### src/design/bvab_pkg.sv
`default_nettype none
// ----------------------------------------------------------------------------
// bvab_pkg
// Shared types and constants for the battery voltage averaging block.
// ----------------------------------------------------------------------------
package bvab_pkg;

    localparam int WINDOW_DEF = 20;

    localparam int CODE_W = 12;
    localparam int MV_W   = 17;
    localparam int BAND_W = 2;

    // Quotient bits of the divider; the average never exceeds full scale.
    localparam int Q_W    = MV_W;
    localparam int STEP_W = $clog2(Q_W);

    localparam int CFG_ADDR_W = 4;
    localparam int CFG_DATA_W = 32;

    localparam logic [MV_W-1:0] FULL_SCALE_RST = MV_W'(69300);
    localparam logic [MV_W-1:0] HIGH_THR_RST   = MV_W'(22200);
    localparam logic [MV_W-1:0] LOW_THR_RST    = MV_W'(20400);

    localparam logic [1:0] REG_FULL_SCALE = 2'd0;
    localparam logic [1:0] REG_HIGH_THR   = 2'd1;
    localparam logic [1:0] REG_LOW_THR    = 2'd2;

    localparam logic [BAND_W-1:0] BAND_HIGH = 2'd0;
    localparam logic [BAND_W-1:0] BAND_MID  = 2'd1;
    localparam logic [BAND_W-1:0] BAND_LOW  = 2'd2;

    typedef enum logic [2:0] {
        S_IDLE,
        S_UPDATE,
        S_MUL,
        S_DIV,
        S_DONE
    } t_state;

    typedef struct packed {
        logic [MV_W-1:0] full_scale_mv;
        logic [MV_W-1:0] high_threshold_mv;
        logic [MV_W-1:0] low_threshold_mv;
    } t_cfg;

    typedef struct packed {
        logic accept;
        logic update;
        logic mul;
        logic div_step;
        logic load_out;
    } t_cmd;

    typedef struct packed {
        logic div_last;
    } t_stat;

endpackage
`default_nettype wire

### src/design/bvab_ram.sv
`default_nettype none
// ----------------------------------------------------------------------------
// bvab_ram
// Generic simple dual-port RAM with one write port and a registered read.
// ----------------------------------------------------------------------------
module bvab_ram #(
    parameter int WIDTH = 12,
    parameter int DEPTH = 20,
    parameter int AW    = (DEPTH > 1) ? $clog2(DEPTH) : 1
) (
    input  wire logic             i_clk,
    input  wire logic             i_we,
    input  wire logic [AW-1:0]    i_waddr,
    input  wire logic [WIDTH-1:0] i_wdata,
    input  wire logic [AW-1:0]    i_raddr,
    output logic      [WIDTH-1:0] o_rdata
);

    logic [WIDTH-1:0] r_mem [DEPTH];
    logic [WIDTH-1:0] r_rdata;

    always_ff @(posedge i_clk) begin
        if (i_we) begin
            r_mem[i_waddr] <= i_wdata;
        end
        r_rdata <= r_mem[i_raddr];
    end

    assign o_rdata = r_rdata;

endmodule
`default_nettype wire

### src/design/bvab_cfg.sv
`default_nettype none
// ----------------------------------------------------------------------------
// bvab_cfg
// APB register file: full scale and the two band thresholds.
// ----------------------------------------------------------------------------
module bvab_cfg (
    input  wire logic                            i_clk,
    input  wire logic                            i_rst_n,
    input  wire logic                            psel,
    input  wire logic                            penable,
    input  wire logic                            pwrite,
    input  wire logic [bvab_pkg::CFG_ADDR_W-1:0] paddr,
    input  wire logic [bvab_pkg::CFG_DATA_W-1:0] pwdata,
    output logic      [bvab_pkg::CFG_DATA_W-1:0] prdata,
    output logic                                 pready,
    output bvab_pkg::t_cfg                       o_cfg
);
    import bvab_pkg::*;

    t_cfg       r_cfg;
    logic       wr_en;
    logic [1:0] reg_idx;

    assign pready  = 1'b1;
    assign wr_en   = psel & penable & pwrite;
    assign reg_idx = paddr[3:2];

    always_ff @(posedge i_clk) begin
        if (!i_rst_n) begin
            r_cfg.full_scale_mv     <= FULL_SCALE_RST;
            r_cfg.high_threshold_mv <= HIGH_THR_RST;
            r_cfg.low_threshold_mv  <= LOW_THR_RST;
        end else if (wr_en) begin
            case (reg_idx)
                REG_FULL_SCALE: r_cfg.full_scale_mv     <= pwdata[MV_W-1:0];
                REG_HIGH_THR:   r_cfg.high_threshold_mv <= pwdata[MV_W-1:0];
                REG_LOW_THR:    r_cfg.low_threshold_mv  <= pwdata[MV_W-1:0];
                default: ;
            endcase
        end
    end

    always_comb begin
        case (reg_idx)
            REG_FULL_SCALE: prdata = CFG_DATA_W'(r_cfg.full_scale_mv);
            REG_HIGH_THR:   prdata = CFG_DATA_W'(r_cfg.high_threshold_mv);
            REG_LOW_THR:    prdata = CFG_DATA_W'(r_cfg.low_threshold_mv);
            default:        prdata = '0;
        endcase
    end

    assign o_cfg = r_cfg;

endmodule
`default_nettype wire

### src/design/bvab_ctrl.sv
`default_nettype none
// ----------------------------------------------------------------------------
// bvab_ctrl
// Sequencer: accept, ring update, multiply, serial divide, output load.
// ----------------------------------------------------------------------------
module bvab_ctrl (
    input  wire logic            i_clk,
    input  wire logic            i_rst_n,
    input  wire logic            i_valid,
    output logic                 o_stall,
    output logic                 o_valid,
    input  wire logic            i_stall,
    input  bvab_pkg::t_stat      i_stat,
    output bvab_pkg::t_cmd       o_cmd
);
    import bvab_pkg::*;

    t_state r_state;
    t_state n_state;
    logic   r_out_valid;
    logic   n_out_valid;
    logic   out_free;

    assign out_free = !r_out_valid || !i_stall;

    always_comb begin
        n_state = r_state;
        case (r_state)
            S_IDLE: begin
                if (i_valid) begin
                    n_state = S_UPDATE;
                end
            end
            S_UPDATE: n_state = S_MUL;
            S_MUL:    n_state = S_DIV;
            S_DIV: begin
                if (i_stat.div_last) begin
                    n_state = S_DONE;
                end
            end
            S_DONE: begin
                if (out_free) begin
                    n_state = S_IDLE;
                end
            end
            default: n_state = S_IDLE;
        endcase
    end

    always_comb begin
        o_cmd   = '0;
        o_stall = 1'b1;
        case (r_state)
            S_IDLE: begin
                o_stall      = 1'b0;
                o_cmd.accept = i_valid;
            end
            S_UPDATE: o_cmd.update   = 1'b1;
            S_MUL:    o_cmd.mul      = 1'b1;
            S_DIV:    o_cmd.div_step = 1'b1;
            S_DONE:   o_cmd.load_out = out_free;
            default: ;
        endcase
    end

    // A load in the same cycle as a take keeps the output valid.
    always_comb begin
        n_out_valid = r_out_valid;
        if (o_cmd.load_out) begin
            n_out_valid = 1'b1;
        end else if (r_out_valid && !i_stall) begin
            n_out_valid = 1'b0;
        end
    end

    always_ff @(posedge i_clk) begin
        if (!i_rst_n) begin
            r_state     <= S_IDLE;
            r_out_valid <= 1'b0;
        end else begin
            r_state     <= n_state;
            r_out_valid <= n_out_valid;
        end
    end

    assign o_valid = r_out_valid;

endmodule
`default_nettype wire

### src/design/bvab_dp.sv
`default_nettype none
// ----------------------------------------------------------------------------
// bvab_dp
// Datapath: sample ring, running sum, multiplier and restoring divider.
// ----------------------------------------------------------------------------
module bvab_dp #(
    parameter int WINDOW = bvab_pkg::WINDOW_DEF
) (
    input  wire logic                        i_clk,
    input  wire logic                        i_rst_n,
    input  bvab_pkg::t_cmd                   i_cmd,
    input  bvab_pkg::t_cfg                   i_cfg,
    input  wire logic [bvab_pkg::CODE_W-1:0] i_adc_code,
    output bvab_pkg::t_stat                  o_stat,
    output logic      [bvab_pkg::MV_W-1:0]   o_voltage_mv,
    output logic      [bvab_pkg::BAND_W-1:0] o_band
);
    import bvab_pkg::*;

    localparam int IDX_W = (WINDOW > 1) ? $clog2(WINDOW) : 1;
    localparam int CNT_W = $clog2(WINDOW + 1);
    localparam int SUM_W = CODE_W + CNT_W;
    localparam int DEN_W = CODE_W + CNT_W;
    localparam int NUM_W = SUM_W + MV_W;

    logic [CODE_W-1:0] r_code;
    logic [IDX_W-1:0]  r_widx;
    logic [CNT_W-1:0]  r_count;
    logic [SUM_W-1:0]  r_sum;
    logic [NUM_W-1:0]  r_rem;
    logic [NUM_W-1:0]  r_dvs;
    logic [Q_W-1:0]    r_quo;
    logic [STEP_W-1:0] r_step;
    logic [MV_W-1:0]   r_volt;
    logic [BAND_W-1:0] r_band;

    logic [CODE_W-1:0] old_code;
    logic              ring_full;
    logic              idx_last;
    logic [SUM_W-1:0]  n_sum;
    logic [DEN_W-1:0]  den;
    logic              fits;

    bvab_ram #(
        .WIDTH(CODE_W),
        .DEPTH(WINDOW),
        .AW   (IDX_W)
    ) u_ring (
        .i_clk  (i_clk),
        .i_we   (i_cmd.update),
        .i_waddr(r_widx),
        .i_wdata(r_code),
        .i_raddr(r_widx),
        .o_rdata(old_code)
    );

    assign ring_full = (r_count == CNT_W'(WINDOW));
    assign idx_last  = (r_widx == IDX_W'(WINDOW - 1));

    // The oldest code leaves the sum only once the ring has wrapped.
    assign n_sum = r_sum - (ring_full ? SUM_W'(old_code) : SUM_W'(0)) + SUM_W'(r_code);

    // 4095 * count as a shift and a subtract.
    assign den  = DEN_W'({r_count, CODE_W'(0)}) - DEN_W'(r_count);
    assign fits = (r_rem >= r_dvs);

    always_ff @(posedge i_clk) begin
        if (!i_rst_n) begin
            r_widx  <= '0;
            r_count <= '0;
            r_sum   <= '0;
        end else if (i_cmd.update) begin
            r_widx  <= idx_last ? IDX_W'(0) : r_widx + IDX_W'(1);
            r_count <= ring_full ? r_count : r_count + CNT_W'(1);
            r_sum   <= n_sum;
        end
    end

    always_ff @(posedge i_clk) begin
        if (i_cmd.accept) begin
            r_code <= i_adc_code;
        end
        if (i_cmd.mul) begin
            r_rem  <= NUM_W'(r_sum) * NUM_W'(i_cfg.full_scale_mv);
            r_dvs  <= NUM_W'(den) << (Q_W - 1);
            r_quo  <= '0;
            r_step <= STEP_W'(Q_W - 1);
        end else if (i_cmd.div_step) begin
            if (fits) begin
                r_rem <= r_rem - r_dvs;
            end
            r_dvs  <= r_dvs >> 1;
            r_quo  <= {r_quo[Q_W-2:0], fits};
            r_step <= r_step - STEP_W'(1);
        end
        if (i_cmd.load_out) begin
            r_volt <= r_quo;
            if (r_quo > i_cfg.high_threshold_mv) begin
                r_band <= BAND_HIGH;
            end else if (r_quo > i_cfg.low_threshold_mv) begin
                r_band <= BAND_MID;
            end else begin
                r_band <= BAND_LOW;
            end
        end
    end

    assign o_stat.div_last = (r_step == STEP_W'(0));
    assign o_voltage_mv    = r_volt;
    assign o_band          = r_band;

endmodule
`default_nettype wire

### src/design/battery_voltage_average_band_select.sv
`default_nettype none
// ----------------------------------------------------------------------------
// battery_voltage_average_band_select
// Windowed average of battery ADC codes in millivolts with band selection.
// ----------------------------------------------------------------------------
// Each accepted 12-bit code enters a ring of the last WINDOW samples and yields
// one result: the average voltage floor(sum * full_scale_mv / (4095 * count))
// over the samples held so far, and a band code (0 above the high threshold,
// 1 above the low threshold, 2 otherwise; equality selects the lower band).
// Each item passes through an accept step, a ring update that reads the oldest
// sample from the ring memory, a multiply step, the bit-serial restoring
// divider, one quotient bit per cycle, and then the output load. The finished
// result waits in an output register, so o_stall drops again as soon as the
// result is loaded. The ring needs no clearing after reset; a sample is read
// only once written.
// ----------------------------------------------------------------------------
module battery_voltage_average_band_select #(
    parameter int WINDOW = bvab_pkg::WINDOW_DEF
) (
    input  wire logic                            i_clk,
    input  wire logic                            i_rst_n,
    input  wire logic                            i_valid,
    output logic                                 o_stall,
    input  wire logic [bvab_pkg::CODE_W-1:0]     i_adc_code,
    output logic                                 o_valid,
    input  wire logic                            i_stall,
    output logic      [bvab_pkg::MV_W-1:0]       o_voltage_mv,
    output logic      [bvab_pkg::BAND_W-1:0]     o_band,
    input  wire logic                            psel,
    input  wire logic                            penable,
    input  wire logic                            pwrite,
    input  wire logic [bvab_pkg::CFG_ADDR_W-1:0] paddr,
    input  wire logic [bvab_pkg::CFG_DATA_W-1:0] pwdata,
    output logic      [bvab_pkg::CFG_DATA_W-1:0] prdata,
    output logic                                 pready
);
    import bvab_pkg::*;

    t_cfg  cfg;
    t_cmd  cmd;
    t_stat stat;

    bvab_cfg u_cfg (
        .i_clk  (i_clk),
        .i_rst_n(i_rst_n),
        .psel   (psel),
        .penable(penable),
        .pwrite (pwrite),
        .paddr  (paddr),
        .pwdata (pwdata),
        .prdata (prdata),
        .pready (pready),
        .o_cfg  (cfg)
    );

    bvab_ctrl u_ctrl (
        .i_clk  (i_clk),
        .i_rst_n(i_rst_n),
        .i_valid(i_valid),
        .o_stall(o_stall),
        .o_valid(o_valid),
        .i_stall(i_stall),
        .i_stat (stat),
        .o_cmd  (cmd)
    );

    bvab_dp #(
        .WINDOW(WINDOW)
    ) u_dp (
        .i_clk       (i_clk),
        .i_rst_n     (i_rst_n),
        .i_cmd       (cmd),
        .i_cfg       (cfg),
        .i_adc_code  (i_adc_code),
        .o_stat      (stat),
        .o_voltage_mv(o_voltage_mv),
        .o_band      (o_band)
    );

endmodule
`default_nettype wire
### config.mk
export PLATFORM = sky130hd
export DESIGN_NAME = battery_voltage_average_band_select
export DESIGN_NICKNAME = d
export VERILOG_FILES = /design/src/design/bvab_pkg.sv /design/src/design/bvab_ram.sv /design/src/design/bvab_cfg.sv /design/src/design/bvab_ctrl.sv /design/src/design/bvab_dp.sv /design/src/design/battery_voltage_average_band_select.sv
export SDC_FILE = /design/constraint.sdc
export NUM_CORES = 1
export LEC_CHECK = 0
export BUFFER_PORTS_ARGS = -buffer_cell sky130_fd_sc_hd__buf_2
export CAP_MARGIN = 20
export CORE_MARGIN = 2
export CORE_UTILIZATION = 26
export CTS_CLUSTER_SIZE = 24
export DETAILED_ROUTE_END_ITERATION = 10
export MAX_ROUTING_LAYER = met4
export PLACE_DENSITY = 0.37
export SYNTH_ARGS = -nofsm -noshare
export SYNTH_HDL_FRONTEND = slang
export SYNTH_HIERARCHICAL = 1
export SYNTH_SLANG_ARGS = --single-unit
### constraint.sdc
create_clock -name i_clk -period 11.5 [get_ports i_clk]
set_clock_uncertainty 0.1 [all_clocks]
set_input_delay 3.45 -clock i_clk [delete_from_list [all_inputs] [get_ports i_clk]]
set_output_delay 3.45 -clock i_clk [all_outputs]
set_load 0.02 [all_outputs]
==> run summary <==
Yosys top cell area share: 31.0%
Max VDD drop: 169 µV
number of synthesis warnings: 6
Hold Vio Cnt, Final: 0
Num CTS Buffers: 53
total grt overflow: 0
crit path time final: 8700 ps
Max-Cap Viols: 0
pin count of the biggest net entering global routing: 80
clock-pin slew on the worst setup and hold paths: 60 ps
Synth Flop Type: edfxtp_1
die height: 350 µm
Core ar.: 119000 µm²
register area: 12300 µm²
Synth Cell Area: 31200 µm²
First DRT Iteration DRCs: 1145
drc violations: 0
multi-input logic area: 16700 µm²
worst path buffer plus inverter count: 3
PortBufs: 75
vias in the first global route: 21500
Post-CTS Resized: 0
share of layout cells above drive strength 1: 9.38%
Hold Path Class: reg2reg
Final setup viols: 0
die area: 123000 µm²
# hold bufs at CTS: 0
cells along the critical path: buf_2, nor2b_1, buf_4, nand2_1, o21ai_0, buf_2
CP top delay family: buffers and inverters
average wire per standard cell: 18.5 µm
post-synthesis cell type count: 82
slowest stage delay, CP: 590 ps
post-route ant nets: 0
Tightest Pin Transition: 1060 ps
Die W: 350 µm
status: finished, final reports clean
Area growth, synth to finish: 12.5%
Net count, final: 3417
Filler Cells Inserted: 12400
asr flop ratio synth: 0%
DRT Pass-1 Iters: 4
Slew Viols, Final: 0
Worst Setup Path Type: in2out
first-pass GRT wire length: 130 mm
clk sinks: 454
Most common cell on crit path: buf_2
setup TNS: 0 ps
All-Layer GR Usage: 14.2%
Vias: 20600
Tot Pwr: 0.00746 W
final estimated routing congestion in global placement: 0.838
Pwr Density: 213 nW/µm²
WL final: 85.0 mm
Vias/cell: 4.49
CP Capture Type: output port
worst skew pair latency: 640 ps
Post-DP HPWL: 61.5 mm
clk root buf: clkbuf_16
Top Ports: 109
Rows: 127
worst relative slew slack: 29.4%
largest area contributor in the netlist: edfxtp_1
CTS tree: yes
Post-synth EDFFs: 322
Worst setup SP type: input pin
initial antenna violation count: 2
Leak: 14.5 nW
Max Fclk: 115 MHz
CP required: 7950 ps
Post-CTS Setup Inserts: 0
H-tree levels: 2
Final Cycle Share: 75.7%
sequential element share of the synthesized area: 39.5%
Mapped Cells: 2877
top post-synthesis cells by area: edfxtp_1 31%, fa_1 15%, dfxtp_1 8.5%
clk buf depth: 3
Worst Path Max Fanout: 24
Worst EP arrival: 5150 ps
syn avg cell area: 10.8 µm²
Yosys reg bits: 454
CP max-delay cell: nor2b_1
RSZ-0062 raised after global routing: false
Initial Utilization: 26.1%
[worst reg2reg max path, delay by kind of cell, from the launching register on]
family / cells / cell delay, ps
compound gates: 5 / 1450
xor+xnor: 1 / 190
fa+ha+maj: 7 / 3450
buf+inv: 3 / 170
flops: 1 / 970
mux: 1 / 80
simple gates: 3 / 520
[stage by stage]
step | area (µm²) | cells | utilization, % | setup slack [ps] | hold slack (ps)
finish | 35100 | 4587 | 29.4 | 2800 | 371
global route | 35100 | 4585 | 29.4 | 2610 | 396
CTS | 35100 | 4585 | 29.4 | 2810 | 377
detailed placement | 33300 | 4485 | 27.9 | 2810 | 362
global placement | 33300 | 4485 | 27.9 | 2810 | 356
floorplan | 31200 | 2891 | - | 3540 | 346
[synthesized netlist by cell type (all sizes together), types with 27 or more instances]
master	instances
inv	420
clkbuf	97
nor2	138
a21o	32
fa	237
a22oi	35
o21ai	97
xnor2	45
a21oi	85
nand2	314
edfxtp	322
mux4	37
and2	144
nor2b	37
ha	197
nand3	27
mux2i	160
buf	46
xor2	34
dfxtp	132
[report_power, final]
part,switching (W),internal [W],leakage [nW]
clock network,0.000733,0.000964,0.849
registers,0.000148,0.00191,4.01
logic,0.00218,0.00152,9.65
[cells in the final DEF (no fill, tap or decap), types with 17 or more instances in the layout]
master,count
nor2_1,136
nor2b_1,36
o21a_1,17
a21o_1,32
mux4_2,37
ha_1,197
xnor2_1,45
buf_2,75
nand3_1,26
inv_1,419
mux2i_1,160
a22oi_1,35
edfxtp_1,322
nand2_1,314
nand2b_1,17
fa_1,237
o21ai_0,93
dfxtp_1,130
a21oi_1,84
xor2_1,34
buf_4,50
and2_1,143
clkbuf_16,53
[kinds of logic after synthesis]
group,share of synthesized area [%]
AO/OA/AOI/OAI,7.75
XOR/XNOR,2.22
adder cells (fa/ha/maj),23.1
buffers and inverters,7.26
flip-flops,39.5
multiplexers,8.28
other,0.0241
AND/OR/NAND/NOR,11.8
[layout make-up]
cell class | count | share of cell area [%]
Antenna cell | 2 | 0.0143
Clock buffer | 68 | 4.03
Clock inverter | 32 | 0.910
Inverter | 420 | 4.50
Multi-Input combinational cell | 1874 | 47.5
Sequential cell | 454 | 35.1
Tap cell | 1612 | 5.75
Timing Repair Buffer | 125 | 2.14
[routing by layer]
metal	track usage (%)	vias up	wire, µm
met5	-	-	0
met4	3.57	0	1820
met3	1.67	95	2620
met2	23.2	275	41300
met1	18.7	10500	39300
li1	-	9748	-
[sequential cells by signal, indices dropped and copies added, names as in the netlist, 5 cells and up]
signal               count
u_dp/r_widx              5
u_dp/r_count             5
u_cfg/o_cfg             51
u_dp/u_ring/r_mem      240
u_dp/r_quo              17
u_dp/u_ring/o_rdata     12
u_dp/o_voltage_mv       17
u_dp/r_rem              34
u_dp/r_sum              17
u_dp/r_code             12
u_dp/r_step              5
u_dp/r_dvs              33
[path summary, 6_finish.rpt]
kind,slack [ps],startpoint,cells past startpoint,endpoint
min reg2reg,370,u_cfg/o_cfg[36],1,u_cfg/o_cfg[36]
max,2800,paddr[3],6,prdata[8]
min,370,u_cfg/o_cfg[36],1,u_cfg/o_cfg[36]
max reg2reg,4280,u_cfg/o_cfg[37],20,u_dp/r_rem[33]
(Power assumes the default switching activity.)
